==> src/rtl/gdd_pkg.sv <==
package gdd_pkg;

    typedef enum logic [2:0] {
        MOTION_NONE  = 3'd0,
        MOTION_LEFT  = 3'd1,
        MOTION_RIGHT = 3'd2,
        MOTION_UP    = 3'd3,
        MOTION_DOWN  = 3'd4,
        MOTION_NEAR  = 3'd5,
        MOTION_FAR   = 3'd6
    } motion_t;

    typedef enum logic [1:0] {
        PROX_NONE = 2'd0,
        PROX_NEAR = 2'd1,
        PROX_FAR  = 2'd2
    } prox_t;

    localparam logic [1:0] REG_THRESHOLD = 2'd0;
    localparam logic [1:0] REG_SWIPE     = 2'd1;
    localparam logic [1:0] REG_NEAR_FAR  = 2'd2;

    // command passed from front to back
    typedef enum logic [1:0] {
        CMD_BATCH = 2'd0,
        CMD_END   = 2'd1
    } cmd_kind_t;

    typedef struct packed {
        cmd_kind_t   kind;
        logic [31:0] first;
        logic [31:0] last;
    } cmd_t;

    typedef enum logic [2:0] {
        ST_IDLE,
        ST_DIV,
        ST_ACC,
        ST_DIR,
        ST_TALLY,
        ST_DONE
    } back_state_t;

    typedef enum logic [1:0] {
        FS_COLLECT,
        FS_SCAN_FWD,
        FS_SCAN_BWD,
        FS_ISSUE
    } front_state_t;

endpackage

==> src/rtl/gesture_direction_decoder.sv <==
// channel   handshake      payload
// input     push / full    kind, up/down/left/right_level, batch_last
// result    pop / empty    gesture
// config    cfg_we         cfg_index, cfg_data
// A batch end with over four stored samples scans the store, one read per
// cycle; if a sample passes the threshold, the back end then runs four
// divisions and the ACC, DIR, TALLY and, if needed, DONE steps. full is high
// while the front scans or waits on the back end, or while a gesture end waits
// on an unread result. Reset is asynchronous; the sample store is not cleared.
module gesture_direction_decoder
    import gdd_pkg::*;
#(
    parameter int BATCH_DEPTH = 32
)
(
    input  logic       clk,
    input  logic       rst_n,
    input  logic       push,
    output logic       full,
    input  logic       kind,
    input  logic [7:0] up_level,
    input  logic [7:0] down_level,
    input  logic [7:0] left_level,
    input  logic [7:0] right_level,
    input  logic       batch_last,
    output logic       empty,
    input  logic       pop,
    output logic [2:0] gesture,
    input  logic       cfg_we,
    input  logic [1:0] cfg_index,
    input  logic [7:0] cfg_data
);
    logic [7:0] thr_reg, sw_reg, nf_reg;
    logic       cmd_valid, cmd_ready, res_valid;
    cmd_t       cmd;

    always_ff @(posedge clk or negedge rst_n)
    begin
        if (!rst_n)
        begin
            thr_reg <= 8'd10;
            sw_reg  <= 8'd50;
            nf_reg  <= 8'd20;
        end
        else if (cfg_we)
        begin
            case (cfg_index)
                REG_THRESHOLD: thr_reg <= cfg_data;
                REG_SWIPE:     sw_reg  <= cfg_data;
                REG_NEAR_FAR:  nf_reg  <= cfg_data;
                default:       ;
            endcase
        end
    end

    gdd_front #(.BATCH_DEPTH(BATCH_DEPTH)) u_front (
        .clk         (clk),
        .rst_n       (rst_n),
        .push        (push),
        .full        (full),
        .kind        (kind),
        .up_level    (up_level),
        .down_level  (down_level),
        .left_level  (left_level),
        .right_level (right_level),
        .batch_last  (batch_last),
        .threshold   (thr_reg),
        .cmd_valid   (cmd_valid),
        .cmd         (cmd),
        .cmd_ready   (cmd_ready)
    );

    gdd_back u_back (
        .clk         (clk),
        .rst_n       (rst_n),
        .cmd_valid   (cmd_valid),
        .cmd         (cmd),
        .cmd_ready   (cmd_ready),
        .swipe_sens  (sw_reg),
        .nf_sens     (nf_reg),
        .res_valid   (res_valid),
        .res_gesture (gesture),
        .res_ready   (pop)
    );

    assign empty = !res_valid;
endmodule

==> src/rtl/gdd_div.sv <==
// Signed ratio (a-b)*100/(a+b), restoring divider, one quotient bit per cycle.
module gdd_div
    import gdd_pkg::*;
(
    input  logic              clk,
    input  logic              rst_n,
    input  logic              start,
    input  logic [7:0]        a,
    input  logic [7:0]        b,
    output logic              done,
    output logic signed [7:0] ratio
);
    logic [14:0] rem_reg, rem_next;
    logic [14:0] quo_reg, quo_next;
    logic [8:0]  den_reg, den_next;
    logic        neg_reg, neg_next;
    logic [3:0]  cnt_reg, cnt_next;
    logic        busy_reg, busy_next;
    logic [8:0]  diff;
    logic [15:0] trial;
    logic [14:0] step_rem, step_quo;
    logic [7:0]  q8;

    always_comb
    begin
        rem_next  = rem_reg;
        quo_next  = quo_reg;
        den_next  = den_reg;
        neg_next  = neg_reg;
        cnt_next  = cnt_reg;
        busy_next = busy_reg;
        diff      = (a >= b) ? ({1'b0, a} - {1'b0, b}) : ({1'b0, b} - {1'b0, a});
        // one restoring step on the held operands
        trial     = {rem_reg, quo_reg[14]};
        if (trial >= {7'd0, den_reg})
        begin
            step_rem = 15'(trial - {7'd0, den_reg});
            step_quo = {quo_reg[13:0], 1'b1};
        end
        else
        begin
            step_rem = trial[14:0];
            step_quo = {quo_reg[13:0], 1'b0};
        end
        if (start)
        begin
            // magnitude numerator |a-b|*100 fits 15 bits
            quo_next  = {6'd0, diff} * 15'd100;
            rem_next  = '0;
            den_next  = {1'b0, a} + {1'b0, b};
            neg_next  = (a < b);
            cnt_next  = 4'd15;
            busy_next = 1'b1;
        end
        else if (busy_reg)
        begin
            rem_next = step_rem;
            quo_next = step_quo;
            cnt_next = cnt_reg - 4'd1;
            if (cnt_reg == 4'd1)
                busy_next = 1'b0;
        end
    end

    always_ff @(posedge clk or negedge rst_n)
    begin
        if (!rst_n)
        begin
            busy_reg <= 1'b0;
            cnt_reg  <= '0;
        end
        else
        begin
            busy_reg <= busy_next;
            cnt_reg  <= cnt_next;
        end
    end

    always_ff @(posedge clk)
    begin
        rem_reg <= rem_next;
        quo_reg <= quo_next;
        den_reg <= den_next;
        neg_reg <= neg_next;
    end

    // the final step is visible while the next division is being loaded
    assign done  = busy_reg && (cnt_reg == 4'd1);
    assign q8    = step_quo[7:0];
    assign ratio = neg_reg ? -$signed(q8) : $signed(q8);
endmodule

==> src/rtl/gdd_front.sv <==
// Collects samples, scans the store at batch end, issues commands.
module gdd_front
    import gdd_pkg::*;
#(
    parameter int BATCH_DEPTH = 32
)
(
    input  logic       clk,
    input  logic       rst_n,
    input  logic       push,
    output logic       full,
    input  logic       kind,
    input  logic [7:0] up_level,
    input  logic [7:0] down_level,
    input  logic [7:0] left_level,
    input  logic [7:0] right_level,
    input  logic       batch_last,
    input  logic [7:0] threshold,
    output logic       cmd_valid,
    output cmd_t       cmd,
    input  logic       cmd_ready
);
    localparam int AW = $clog2(BATCH_DEPTH);
    localparam int CW = $clog2(BATCH_DEPTH + 1);

    logic [31:0]   mem [BATCH_DEPTH];
    logic [31:0]   rd_reg;
    front_state_t  st_reg, st_next;
    logic [CW-1:0] cnt_reg, cnt_next;
    logic [CW-1:0] idx_reg, idx_next;
    logic [CW-1:0] n_reg, n_next;
    logic          rdv_reg, rdv_next;
    logic [31:0]   first_reg, first_next;
    logic [31:0]   last_reg, last_next;
    cmd_kind_t     ck_reg, ck_next;
    logic          acc, wr_en, rd_en;
    logic [AW-1:0] rd_addr;
    logic          pass;

    assign acc  = push && !full;
    assign full = (st_reg != FS_COLLECT);
    assign wr_en = acc && !kind && (cnt_reg < CW'(BATCH_DEPTH));
    assign pass = (rd_reg[7:0] > threshold) && (rd_reg[15:8] > threshold)
               && (rd_reg[23:16] > threshold) && (rd_reg[31:24] > threshold);

    always_comb
    begin
        st_next    = st_reg;
        cnt_next   = cnt_reg;
        idx_next   = idx_reg;
        n_next     = n_reg;
        rdv_next   = 1'b0;
        first_next = first_reg;
        last_next  = last_reg;
        ck_next    = ck_reg;
        rd_en      = 1'b0;
        rd_addr    = idx_reg[AW-1:0];
        unique case (st_reg)
            FS_COLLECT:
            begin
                if (acc)
                begin
                    if (kind)
                    begin
                        ck_next  = CMD_END;
                        cnt_next = '0;
                        st_next  = FS_ISSUE;
                    end
                    else
                    begin
                        if (wr_en)
                            cnt_next = cnt_reg + CW'(1);
                        if (batch_last)
                        begin
                            n_next     = wr_en ? cnt_reg + CW'(1) : cnt_reg;
                            cnt_next   = '0;
                            idx_next   = '0;
                            if ((wr_en ? cnt_reg + CW'(1) : cnt_reg) > CW'(4))
                                st_next = FS_SCAN_FWD;
                        end
                    end
                end
            end
            FS_SCAN_FWD:
            begin
                if (rdv_reg && pass)
                begin
                    first_next = rd_reg;
                    idx_next   = n_reg - CW'(1);
                    st_next    = FS_SCAN_BWD;
                end
                else if (idx_reg < n_reg)
                begin
                    rd_en    = 1'b1;
                    rdv_next = 1'b1;
                    idx_next = idx_reg + CW'(1);
                end
                else if (!rdv_reg)
                    st_next = FS_COLLECT;
            end
            FS_SCAN_BWD:
            begin
                // a passing entry exists, so this terminates
                if (rdv_reg && pass)
                begin
                    last_next = rd_reg;
                    ck_next   = CMD_BATCH;
                    st_next   = FS_ISSUE;
                end
                else if (!rdv_reg || !pass)
                begin
                    rd_en    = 1'b1;
                    rdv_next = 1'b1;
                    idx_next = idx_reg - CW'(1);
                end
            end
            FS_ISSUE:
            begin
                if (cmd_ready)
                    st_next = FS_COLLECT;
            end
            default: st_next = FS_COLLECT;
        endcase
    end

    always_ff @(posedge clk)
    begin
        if (wr_en)
            mem[cnt_reg[AW-1:0]] <= {right_level, left_level, down_level, up_level};
        if (rd_en)
            rd_reg <= mem[rd_addr];
    end

    always_ff @(posedge clk or negedge rst_n)
    begin
        if (!rst_n)
        begin
            st_reg    <= FS_COLLECT;
            cnt_reg   <= '0;
            rdv_reg   <= 1'b0;
            idx_reg   <= '0;
            n_reg     <= '0;
            ck_reg    <= CMD_END;
        end
        else
        begin
            st_reg    <= st_next;
            cnt_reg   <= cnt_next;
            rdv_reg   <= rdv_next;
            idx_reg   <= idx_next;
            n_reg     <= n_next;
            ck_reg    <= ck_next;
        end
    end

    always_ff @(posedge clk)
    begin
        first_reg <= first_next;
        last_reg  <= last_next;
    end

    assign cmd_valid  = (st_reg == FS_ISSUE);
    assign cmd.kind   = ck_reg;
    assign cmd.first  = first_reg;
    assign cmd.last   = last_reg;
endmodule

==> src/rtl/gdd_back.sv <==
// Ratio, accumulation, tallies and decode; one command at a time.
module gdd_back
    import gdd_pkg::*;
(
    input  logic       clk,
    input  logic       rst_n,
    input  logic       cmd_valid,
    input  cmd_t       cmd,
    output logic       cmd_ready,
    input  logic [7:0] swipe_sens,
    input  logic [7:0] nf_sens,
    output logic       res_valid,
    output logic [2:0] res_gesture,
    input  logic       res_ready
);
    back_state_t        st_reg, st_next;
    cmd_t               c_reg;
    cmd_t               src;
    logic [1:0]         dsel_reg, dsel_next;
    logic signed [15:0] ud_sum_reg, ud_sum_next, lr_sum_reg, lr_sum_next;
    logic signed [1:0]  ud_dir_reg, ud_dir_next, lr_dir_reg, lr_dir_next;
    logic [7:0]         near_reg, near_next, far_reg, far_next;
    prox_t              prox_reg, prox_next;
    motion_t            mot_reg, mot_next;
    logic signed [8:0]  ud_d_reg, lr_d_reg, ud_d_next, lr_d_next;
    logic               ov_reg, ov_next;
    logic [2:0]         ov_g_reg, ov_g_next;
    logic               div_start, div_done;
    logic [7:0]         da, db;
    logic signed [7:0]  div_q;
    logic signed [16:0] su, sl;
    logic [15:0]        mu, ml;
    logic               ud_wins, quiet_d, zero_d, both_nz;
    logic signed [16:0] sens;
    motion_t            dec;
    logic [8:0]         aud, alr;
    logic [7:0]         near_inc;

    gdd_div u_div (
        .clk   (clk),
        .rst_n (rst_n),
        .start (div_start),
        .a     (da),
        .b     (db),
        .done  (div_done),
        .ratio (div_q)
    );

    // operands of the division that starts this cycle
    always_comb
    begin
        src = (st_reg == ST_IDLE) ? cmd : c_reg;
        unique case (dsel_next)
            2'd0: begin da = src.first[7:0];   db = src.first[15:8];  end
            2'd1: begin da = src.last[7:0];    db = src.last[15:8];   end
            2'd2: begin da = src.first[23:16]; db = src.first[31:24]; end
            default: begin da = src.last[23:16]; db = src.last[31:24]; end
        endcase
    end

    always_comb
    begin
        mu = ud_sum_reg[15] ? 16'(-ud_sum_reg) : 16'(ud_sum_reg);
        ml = lr_sum_reg[15] ? 16'(-lr_sum_reg) : 16'(lr_sum_reg);
        ud_wins = {1'b0, mu} > {1'b0, ml};
        dec = mot_reg;
        if (prox_reg == PROX_NEAR)
            dec = MOTION_NEAR;
        else if (prox_reg == PROX_FAR)
            dec = MOTION_FAR;
        else if (ud_dir_reg == -2'sd1 && lr_dir_reg == 2'sd0)
            dec = MOTION_UP;
        else if (ud_dir_reg == 2'sd1 && lr_dir_reg == 2'sd0)
            dec = MOTION_DOWN;
        else if (ud_dir_reg == 2'sd0 && lr_dir_reg == 2'sd1)
            dec = MOTION_RIGHT;
        else if (ud_dir_reg == 2'sd0 && lr_dir_reg == -2'sd1)
            dec = MOTION_LEFT;
        else if (ud_dir_reg == -2'sd1 && lr_dir_reg == 2'sd1)
            dec = ud_wins ? MOTION_UP : MOTION_RIGHT;
        else if (ud_dir_reg == 2'sd1 && lr_dir_reg == -2'sd1)
            dec = ud_wins ? MOTION_DOWN : MOTION_LEFT;
        else if (ud_dir_reg == -2'sd1 && lr_dir_reg == -2'sd1)
            dec = ud_wins ? MOTION_UP : MOTION_LEFT;
        else if (ud_dir_reg == 2'sd1 && lr_dir_reg == 2'sd1)
            dec = ud_wins ? MOTION_DOWN : MOTION_RIGHT;
    end

    always_comb
    begin
        su = 17'(ud_sum_reg) + 17'(ud_d_reg);
        sl = 17'(lr_sum_reg) + 17'(lr_d_reg);
        sens = $signed({9'd0, swipe_sens});
        aud = ud_d_reg[8] ? 9'(-ud_d_reg) : 9'(ud_d_reg);
        alr = lr_d_reg[8] ? 9'(-lr_d_reg) : 9'(lr_d_reg);
        quiet_d = (aud < {1'b0, nf_sens}) && (alr < {1'b0, nf_sens});
        zero_d = (ud_d_reg == 9'sd0) && (lr_d_reg == 9'sd0);
        both_nz = (ud_d_reg != 9'sd0) && (lr_d_reg != 9'sd0);
        near_inc = (near_reg == 8'd255) ? near_reg : near_reg + 8'd1;
    end

    always_comb
    begin
        st_next     = st_reg;
        dsel_next   = dsel_reg;
        ud_sum_next = ud_sum_reg;
        lr_sum_next = lr_sum_reg;
        ud_dir_next = ud_dir_reg;
        lr_dir_next = lr_dir_reg;
        near_next   = near_reg;
        far_next    = far_reg;
        prox_next   = prox_reg;
        mot_next    = mot_reg;
        ud_d_next   = ud_d_reg;
        lr_d_next   = lr_d_reg;
        ov_next     = ov_reg;
        ov_g_next   = ov_g_reg;
        div_start   = 1'b0;
        if (ov_reg && res_ready)
            ov_next = 1'b0;
        unique case (st_reg)
            ST_IDLE:
            begin
                if (cmd_valid)
                begin
                    if (cmd.kind == CMD_END)
                    begin
                        if (!ov_reg)
                        begin
                            ov_next     = 1'b1;
                            ov_g_next   = dec;
                            ud_sum_next = '0;
                            lr_sum_next = '0;
                            ud_dir_next = '0;
                            lr_dir_next = '0;
                            near_next   = '0;
                            far_next    = '0;
                            prox_next   = PROX_NONE;
                            mot_next    = MOTION_NONE;
                        end
                    end
                    else
                    begin
                        dsel_next = 2'd0;
                        st_next   = ST_DIV;
                    end
                end
            end
            ST_DIV:
            begin
                if (div_done)
                begin
                    unique case (dsel_reg)
                        2'd0: ud_d_next = -9'(div_q);
                        2'd1: ud_d_next = ud_d_reg + 9'(div_q);
                        2'd2: lr_d_next = -9'(div_q);
                        default: lr_d_next = lr_d_reg + 9'(div_q);
                    endcase
                    dsel_next = dsel_reg + 2'd1;
                    if (dsel_reg == 2'd3)
                        st_next = ST_ACC;
                end
            end
            ST_ACC:
            begin
                ud_sum_next = (su > 17'sd32767) ? 16'sh7fff :
                              (su < -17'sd32768) ? 16'sh8000 : 16'(su);
                lr_sum_next = (sl > 17'sd32767) ? 16'sh7fff :
                              (sl < -17'sd32768) ? 16'sh8000 : 16'(sl);
                st_next = ST_DIR;
            end
            ST_DIR:
            begin
                ud_dir_next = (17'(ud_sum_reg) >= sens) ? 2'sd1 :
                              (17'(ud_sum_reg) <= -sens) ? -2'sd1 : 2'sd0;
                lr_dir_next = (17'(lr_sum_reg) >= sens) ? 2'sd1 :
                              (17'(lr_sum_reg) <= -sens) ? -2'sd1 : 2'sd0;
                st_next = ST_TALLY;
            end
            ST_TALLY:
            begin
                st_next = ST_IDLE;
                if (ud_dir_reg == 2'sd0 && lr_dir_reg == 2'sd0)
                begin
                    if (quiet_d)
                    begin
                        if (zero_d)
                            near_next = near_inc;
                        else
                            far_next = (far_reg == 8'd255) ? far_reg : far_reg + 8'd1;
                        st_next = ST_DONE;
                    end
                end
                else if (quiet_d)
                begin
                    if (zero_d)
                        near_next = near_inc;
                    if ((zero_d ? near_inc : near_reg) >= 8'd10)
                    begin
                        ud_dir_next = '0;
                        lr_dir_next = '0;
                        ud_sum_next = '0;
                        lr_sum_next = '0;
                    end
                end
            end
            ST_DONE:
            begin
                // proximity check on updated tallies, decode uses updated prox
                st_next = ST_IDLE;
                if (near_reg >= 8'd10 && far_reg >= 8'd2)
                begin
                    if (zero_d)
                    begin
                        prox_next = PROX_NEAR;
                        mot_next  = MOTION_NEAR;
                    end
                    else if (both_nz)
                    begin
                        prox_next = PROX_FAR;
                        mot_next  = MOTION_FAR;
                    end
                    else
                        mot_next = dec;
                end
            end
            default: st_next = ST_IDLE;
        endcase
        if (st_reg == ST_DIV && st_next == ST_DIV && !div_done)
            div_start = 1'b0;
        if ((st_reg == ST_IDLE && st_next == ST_DIV)
            || (st_reg == ST_DIV && div_done && dsel_reg != 2'd3))
            div_start = 1'b1;
    end

    assign cmd_ready = (st_reg == ST_IDLE) && !(cmd.kind == CMD_END && ov_reg);

    always_ff @(posedge clk or negedge rst_n)
    begin
        if (!rst_n)
        begin
            st_reg     <= ST_IDLE;
            dsel_reg   <= '0;
            ud_sum_reg <= '0;
            lr_sum_reg <= '0;
            ud_dir_reg <= '0;
            lr_dir_reg <= '0;
            near_reg   <= '0;
            far_reg    <= '0;
            prox_reg   <= PROX_NONE;
            mot_reg    <= MOTION_NONE;
            ov_reg     <= 1'b0;
        end
        else
        begin
            st_reg     <= st_next;
            dsel_reg   <= dsel_next;
            ud_sum_reg <= ud_sum_next;
            lr_sum_reg <= lr_sum_next;
            ud_dir_reg <= ud_dir_next;
            lr_dir_reg <= lr_dir_next;
            near_reg   <= near_next;
            far_reg    <= far_next;
            prox_reg   <= prox_next;
            mot_reg    <= mot_next;
            ov_reg     <= ov_next;
        end
    end

    always_ff @(posedge clk)
    begin
        if (st_reg == ST_IDLE && cmd_valid)
            c_reg <= cmd;
        ud_d_reg <= ud_d_next;
        lr_d_reg <= lr_d_next;
        ov_g_reg <= ov_g_next;
    end

    assign res_valid   = ov_reg;
    assign res_gesture = ov_g_reg;
endmodule
==> config.mk <==
export PLATFORM = sky130hd
export DESIGN_NAME = gesture_direction_decoder
export DESIGN_NICKNAME = d
export VERILOG_FILES = /design/src/rtl/gdd_pkg.sv /design/src/rtl/gesture_direction_decoder.sv /design/src/rtl/gdd_div.sv /design/src/rtl/gdd_front.sv /design/src/rtl/gdd_back.sv
export SDC_FILE = /design/constraint.sdc
export NUM_CORES = 2
export LEC_CHECK = 0
export BUFFER_PORTS_ARGS = -buffer_cell sky130_fd_sc_hd__buf_2
export CORE_ASPECT_RATIO = 1.75
export CORE_UTILIZATION = 55
export DETAILED_ROUTE_END_ITERATION = 12
export GPL_TIMING_DRIVEN = 0
export PLACE_DENSITY = 0.71
export SLEW_MARGIN = 20
export SYNTH_ARGS = -nofsm -noshare
export SYNTH_HDL_FRONTEND = slang
export SYNTH_SLANG_ARGS = --single-unit
==> constraint.sdc <==
create_clock -name clk -period 8.65 [get_ports clk]
set_input_delay 1.73 -clock clk [delete_from_list [all_inputs] [get_ports clk]]
set_output_delay 1.73 -clock clk [all_outputs]
set_load 0.02 [all_outputs]
After elaboration in Yosys (flattened, before gate mapping)
Memory sizes are Yosys's and may differ from the RTL's. A register that Yosys moved wholly into a read port is not among the register bits.
Cells that the tools add are included.
{ "word_totals": {"latch_bits": 0, "mem_bits_rw": 1024, "rom_bits": 0, "n_memories": 1, "elab_cells": 343, "output_inout_bits": 5, "register_bits": 304, "in_bits": 49} }
{ "op_classes": {"n_div": 0, "n_bitwise": 3, "n_shift": 0, "mul": 1, "reduce_logical": 76, "eq_ne": 51, "add_sub_neg": 23, "magnitude_cmp": 24, "mux": 130} }
{ "memory_table": {"columns": ["memory", "depth", "word_bits", "read_ports", "rd_ports_with_merged_regs", "write_ports", "line_no", "text"], "rows": [
  ["u_front.mem", 32, 32, 1, 1, 1, "gdd_front.sv:26", "logic [31:0] mem [BATCH_DEPTH];"]
]} }
{ "op_table": {"columns": ["operator", "count"], "rows": [
  ["$mux W16", 12],
  ["$pmux W16 S3", 2],
  ["$mux W8", 11],
  ["$mux W3", 24],
  ["$mux W64", 1],
  ["$mux W6", 10],
  ["$mux W2", 29],
  ["$ge A16 B9 Y1", 3],
  ["$pmux W8 S3", 2],
  ["$mux W15", 3],
  ["$pmux W9 S2", 2],
  ["$add A16 B9 Y17", 2],
  ["$gt A17 B16 Y1 const B", 2],
  ["$le A16 B17 Y1", 2],
  ["$lt A17 B16 Y1 const B", 2],
  ["$gt A8 B8 Y1", 4],
  ["$neg A16 Y16", 2],
  ["$pmux W8 S2", 2],
  ["$logic_and A1 B1 Y1", 28],
  ["$reduce_and A7 Y1", 4],
  ["$mux W9", 3],
  ["$ne A2 B2 Y1 const B", 11],
  ["$add A9 B8 Y9", 2],
  ["$eq A2 B2 Y1 const B", 9],
  ["57 further kinds", 136]
]} }

Logic depth before layout (Yosys ltp)
{ "depth": {"ltp_word": 18, "ltp_mapped": 35, "mapped_depth_nobuf": 35} }

By module
From an unflattened synthesis, not the netlist that was laid out.
{ "unflattened": {"cells_unflattened": 3796, "hier_area_um2": 61750.5} }
{ "by_module_without_submodules": {"columns": ["mod", "seq_area_each_um2", "cells_each", "area_each_um2", "instances"], "rows": [
  ["gdd_front", 34184.0, 1896, 44258.7, 1],
  ["gdd_back", 4129.0, 1385, 12270.5, 1],
  ["gdd_div", 1156.1, 463, 4296.6, 1],
  ["gesture_direction_decoder", 609.3, 52, 924.6, 1]
]} }

Least setup slack after synthesis
Ideal clock, no wire load.
{ "synth_timing": {"path_type": "reg2reg", "startpoint": "register u_back.u_div.cnt_reg[1]", "endpoint": "register u_back.u_div.quo_reg[14], data pin", "n_path_buf": 4, "setup_slack_ns": 1.219, "t_required_ns": 8.382, "synth_period_minus_slack_ns": 7.431, "path_stages_with_launch": 35, "setup_ns": 0.268, "t_arrival_ns": 7.163, "path_cell_list": "dfrtp_1 -> inv_1 -> ha_1 -> nor4bb_1 -> nand3b_1 -> o21ai_1 -> buf_2 -> buf_1 -> nand4_1 -> o31a_1 -> ha_1 -> clkbuf_1 -> inv_1 -> nor4_1 -> a211o_1 -> o21ai_0 -> clkbuf_1 -> mux2i_1 -> o21ai_0 -> xnor2_1 -> ha_1 -> ha_1 -> inv_1 -> fa_1 -> inv_1 -> ha_1 -> inv_1 -> nor2_1 -> nor2_1 -> o21bai_1 -> a21oi_1 -> o21bai_1 -> a21oi_1 -> xnor2_1 -> o21ai_0"} }
{ "synth_between": {"elab_chain_len": 10, "elab_cells_between_ends": 23, "classes_between": "add/sub: 2; mul: 1; order compare: 1; eq/ne: 4; mux: 9; reduce/logical: 6"} }
{ "synth_rtl": {"columns": ["item", "line_no", "text"], "rows": [
  ["start: declaration", "gdd_div.sv:17", "logic [3:0] cnt_reg, cnt_next;"],
  ["start signal: assignment", "gdd_div.sv:75", "cnt_reg <= cnt_next;"],
  ["$eq A4 B1 Y1 *", "gdd_div.sv:88", "assign done = busy_reg && (cnt_reg == 4'd1);"],
  ["$logic_and A1 B1 Y1 *", "gdd_div.sv:88", null],
  ["$mux W2 *", "gdd_back.sv:151", "if (div_done)"],
  ["$pmux W2 S2 *", "gdd_back.sv:121", "unique case (st_reg)"],
  ["via u_back.dsel_next[0]", "gdd_back.sv:19", "logic [1:0] dsel_reg, dsel_next;"],
  ["$eq A2 B2 Y1, or another cell as far along", "gdd_back.sv:53", "unique case (dsel_next)"],
  ["$pmux W8 S3", "gdd_back.sv:53", null],
  ["$sub A8 B8 Y9 or $ge A8 B8 Y1 (tied branches)", "gdd_div.sv:32", "diff = (a >= b) ? ({1'b0, a} - {1'b0, b}) : ({1'b0, b} - {1'b0, a});"],
  ["$mux W9 *", "gdd_div.sv:32", null],
  ["$mul A9 B5 Y13 *", "gdd_div.sv:48", "quo_next = {6'd0, diff} * 15'd100;"],
  ["$mux W15 *", "gdd_div.sv:45", "if (start)"],
  ["via u_back.u_div.quo_next[14]", "gdd_div.sv:14", "logic [14:0] quo_reg, quo_next;"],
  ["end signal: assignment", "gdd_div.sv:82", "quo_reg <= quo_next;"],
  ["end: declaration", "gdd_div.sv:14", null]
]} }
Mark *: on every way through the listed nets, which the timed path passes. The rest lies on a longest branch.
A chain may end at the register's enable or synchronous reset.

Final worst setup path
{ "layout_timing": {"startpoint": "register u_back.u_div.busy_reg", "endpoint": "register u_back.u_div.quo_reg[14], data pin"} }
{ "layout_between": {"elab_chain_len": 9, "elab_cells_between_ends": 22, "classes_between": "add/sub: 2; mul: 1; order compare: 1; eq/ne: 3; mux: 9; reduce/logical: 6"} }
{ "layout_rtl": {"columns": ["item", "line_no", "text"], "rows": [
  ["start: declaration", "gdd_div.sv:18", "logic busy_reg, busy_next;"],
  ["start signal: assignment", "gdd_div.sv:74", "busy_reg <= busy_next;"],
  ["$logic_and A1 B1 Y1 *", "gdd_div.sv:88", null],
  ["$mux W2 *", "gdd_back.sv:151", null],
  ["$pmux W2 S2 *", "gdd_back.sv:121", null],
  ["via u_back.dsel_next[0]", "gdd_back.sv:19", null],
  ["$eq A2 B2 Y1, or another cell as far along", "gdd_back.sv:53", null],
  ["$pmux W8 S3", "gdd_back.sv:53", null],
  ["$sub A8 B8 Y9 or $ge A8 B8 Y1 (tied branches)", "gdd_div.sv:32", null],
  ["$mux W9 *", "gdd_div.sv:32", null],
  ["$mul A9 B5 Y13 *", "gdd_div.sv:48", null],
  ["$mux W15 *", "gdd_div.sv:45", null],
  ["via u_back.u_div.quo_next[14]", "gdd_div.sv:14", null]
]} }
Marks and branches as above.

==> results.txt <==
Worst VDD drop = 755 uV
EDFF count, synth = 1228
Root Driver = clkbuf_16
Die span in x = 255 um
Largest register FFs = 1024
GR met2 Demand/Resource = 0.545
Setup CP Type = register to register
Drt first-iter violations = 3599
Pins Over Slew Limit = 0
Hold Path Class = register to register
Num rows = 162
Die height = 445 um
Top cell type's share of synthesized area = 0.598
Top post-synthesis cells by area = edfxtp_1, mux4_2, ha_1, dfrtp_1, mux2i_1
Pin slew with the least headroom to its limit = 1240 ps
Routed vias = 36.7k
Fillers = 7960
Register area = 0.0401 mm^2
Antenna violations before repair = 11
Number of distinct library cells after synthesis = 88
Yosys warning count = 0
GRT Total Usage = 0.295
Grt met3 use = 0.0438
RSZ-0062 raised after global routing = false
Clock buffer depth = 3
Final core occ = 0.627
Post-DP HPWL = 120 mm
Post-Layout Cell Count = 5766
Largest net degree at the start of global routing = 60
PD cells = 333 mW/mm^2
Status = finished, final reports clean
Post-Synthesis Cells = 3936
Tcrit/Tclk final = 0.933
First-pass GRT wire length = 238 mm
Setup violators final = 0
Worst EP required = 9120 ps
Synth Cell Area = 0.0616 mm^2
Slew margin rel. = 0.172
Met1 Use GR = 0.300
Global route hottest layer = met2
Worst setup SP type = register
Multi-input gate area = 0.0206 mm^2
CP endpoint kind = register
Crit path arrival time = 8540 ps
CTS Buf Count = 118
Antenna-violating nets left = 0
Crit-path max cell delay = 520 ps
Syn nets = 4252
CTS sink count = 1359
Number of placed instances, taps included = 5531
Die area = 0.113 mm^2
Final Skew = 37.6 ps
Avg Cell Area, Syn = 15.7 um^2
Drt drc = 0
DRT Wirelength = 165 mm
Max FO, Critical Path = 10
P&R area growth vs syn = 13.1%
Placer Congestion = 0.897
Fmax = 0.124 GHz
MaxCap Viol Count = 0
Pre-Repair DR Iteration Count = 6
Slowest cell on crit path = fa_1
Register area share after synthesis = 0.650
Initial Utilization = 0.554
Ports = 54
Static Leak = 24.0 nW
R2R setup slack = 580 ps
Clk Latency, worst-skew pair = 760 ps
Primary FF master, synth = edfxtp_1
Leading area contributor after synthesis = edfxtp_1
Routed len/inst = 28.6 um
Synthesized flop and latch total = 1359
Vias per cell = 6.36
Ratio of cells with drive above 1 in the final layout = 0.165
Final nets = 4495
CTS clk-pin slew, worst paths = 70 ps
CTS tree = built
GR Overflow Total = 0
Core area = 0.111 mm^2
Final Hold Fails = 0
Most used cell, CP = ha_1
PortBufs = 52
Vias in the first global route = 37.3k
Final Critical Period = 8070 ps
Post-synth ARST share = 0.0839
Htree depth = 3
metal layers:
layer / share of wire / up-vias
met5: 0.00056 / -
met4: 0.076 / 12
met3: 0.057 / 551
met2: 0.54 / 1499
met1: 0.32 / 18600
li1: - / 16000
logic make-up after synthesis:
kind of cell | synth area share
DFF | 0.650
adders and majority gates | 0.0563
buffers and inverters | 0.0203
AOI/OAI and AO/OA | 0.0783
xor gates and xnor gates | 0.0205
and+or+nand+nor | 0.0512
muxes | 0.123
worst max-delay path: cells and delay by family, from the launching register on:
family | cells | cell delay (ps)
flops | 1 | 330
simple gates | 6 | 1080
xor+xnor | 2 | 440
compound gates | 12 | 2390
buf+inv | 8 | 1650
fa+ha+maj | 5 | 1620
mux | 1 | 270
stage by stage:
step	cell area [um^2]	hold slack (ps)	setup slack, ps	total power, W	setup TNS [ps]
after floorplan	61600	417	1220	0.0155	0
after global placement	63700	423	-1230	0.0177	-4690
after detailed placement	65700	432	-1250	0.0180	-4940
after CTS	69700	448	9.42	0.0234	0
after global routing	69700	453	10.3	0.0248	0
final	69700	447	577	0.0232	0
area by class of cell:
cell class / count / area share
Timing Repair Buffer: 123 / 0.0280
Tap cell: 1476 / 0.0265
Clock inverter: 87 / 0.0116
Multi-Input combinational cell: 2258 / 0.296
Sequential cell: 1359 / 0.575
Antenna cell: 5 / 0.000179
Buffer: 171 / 0.0106
Inverter: 148 / 0.00797
Clock buffer: 139 / 0.0447
path summary, 6_finish.rpt:
check | startpoint | endpoint | cells after the start
setup / recovery | u_back.u_div.busy_reg | u_back.u_div.quo_reg[14] | 34
hold / removal | u_front.first_reg[22] | u_back.c_reg[54] | 0
setup reg to reg | u_back.u_div.busy_reg | u_back.u_div.quo_reg[14] | 34
hold reg to reg | u_front.first_reg[22] | u_back.c_reg[54] | 0
max in group asynchronous | rst_n | u_front.ck_reg[0] | 2
min in group asynchronous | rst_n | u_back.ud_sum_reg[12] | 1
Yosys cell counts (all sizes together), types with 17 or more instances:
library cell	number
o21ai	142
a21oi	191
a211o	25
ha	255
o21bai	24
edfxtp	1228
o221ai	88
mux2i	191
o21a	22
xnor2	93
dfxtp	17
nand4	23
xor2	51
mux4	226
nor3	48
a211oi	35
or3	21
a21o	70
buf	41
nor2b	28
nor4	20
nand2b	28
nor2	171
o31ai	25
inv	146
clkbuf	130
nand3	62
nand2	180
mux2	53
dfrtp	106
cells in the final DEF, fill, tap and decap left out, drive strengths merged, types with 35 or more instances in the layout:
cell type	synthesis	layout
ha	255	255
clkinv	2	62
xor2	51	51
o21ai	142	142
nand3	62	62
nand2	180	180
mux2	53	53
mux4	226	226
mux2i	191	191
a21o	70	70
dfrtp	106	106
xnor2	93	93
inv	146	156
o221ai	88	88
nor3	48	48
edfxtp	1228	1228
a211oi	35	35
a21oi	191	191
buf	41	159
nor2	171	171
clkbuf	130	274
power breakdown:
group / internal, W / leakage (nW) / switching, W
sequential: 0.00767 / 12.7 / 0.000288
combinational: 0.00434 / 9.35 / 0.00557
clock: 0.00290 / 1.92 / 0.00247
total: 0.0149 / 24.0 / 0.00833
what timing repair did:
| action | 4_1_cts | 5_1_grt |
|---|---|---|
| hold buffers | 0 | 0 |
| pin swaps | 1 | 2 |
| buffers inserted | 0 | 2 |
| hold endpoints to repair | 0 | 0 |
| gates resized for setup | 14 | 9 |
| endpoints found under the setup margin | 7 | 3 |
(Power assumes the default switching activity.)
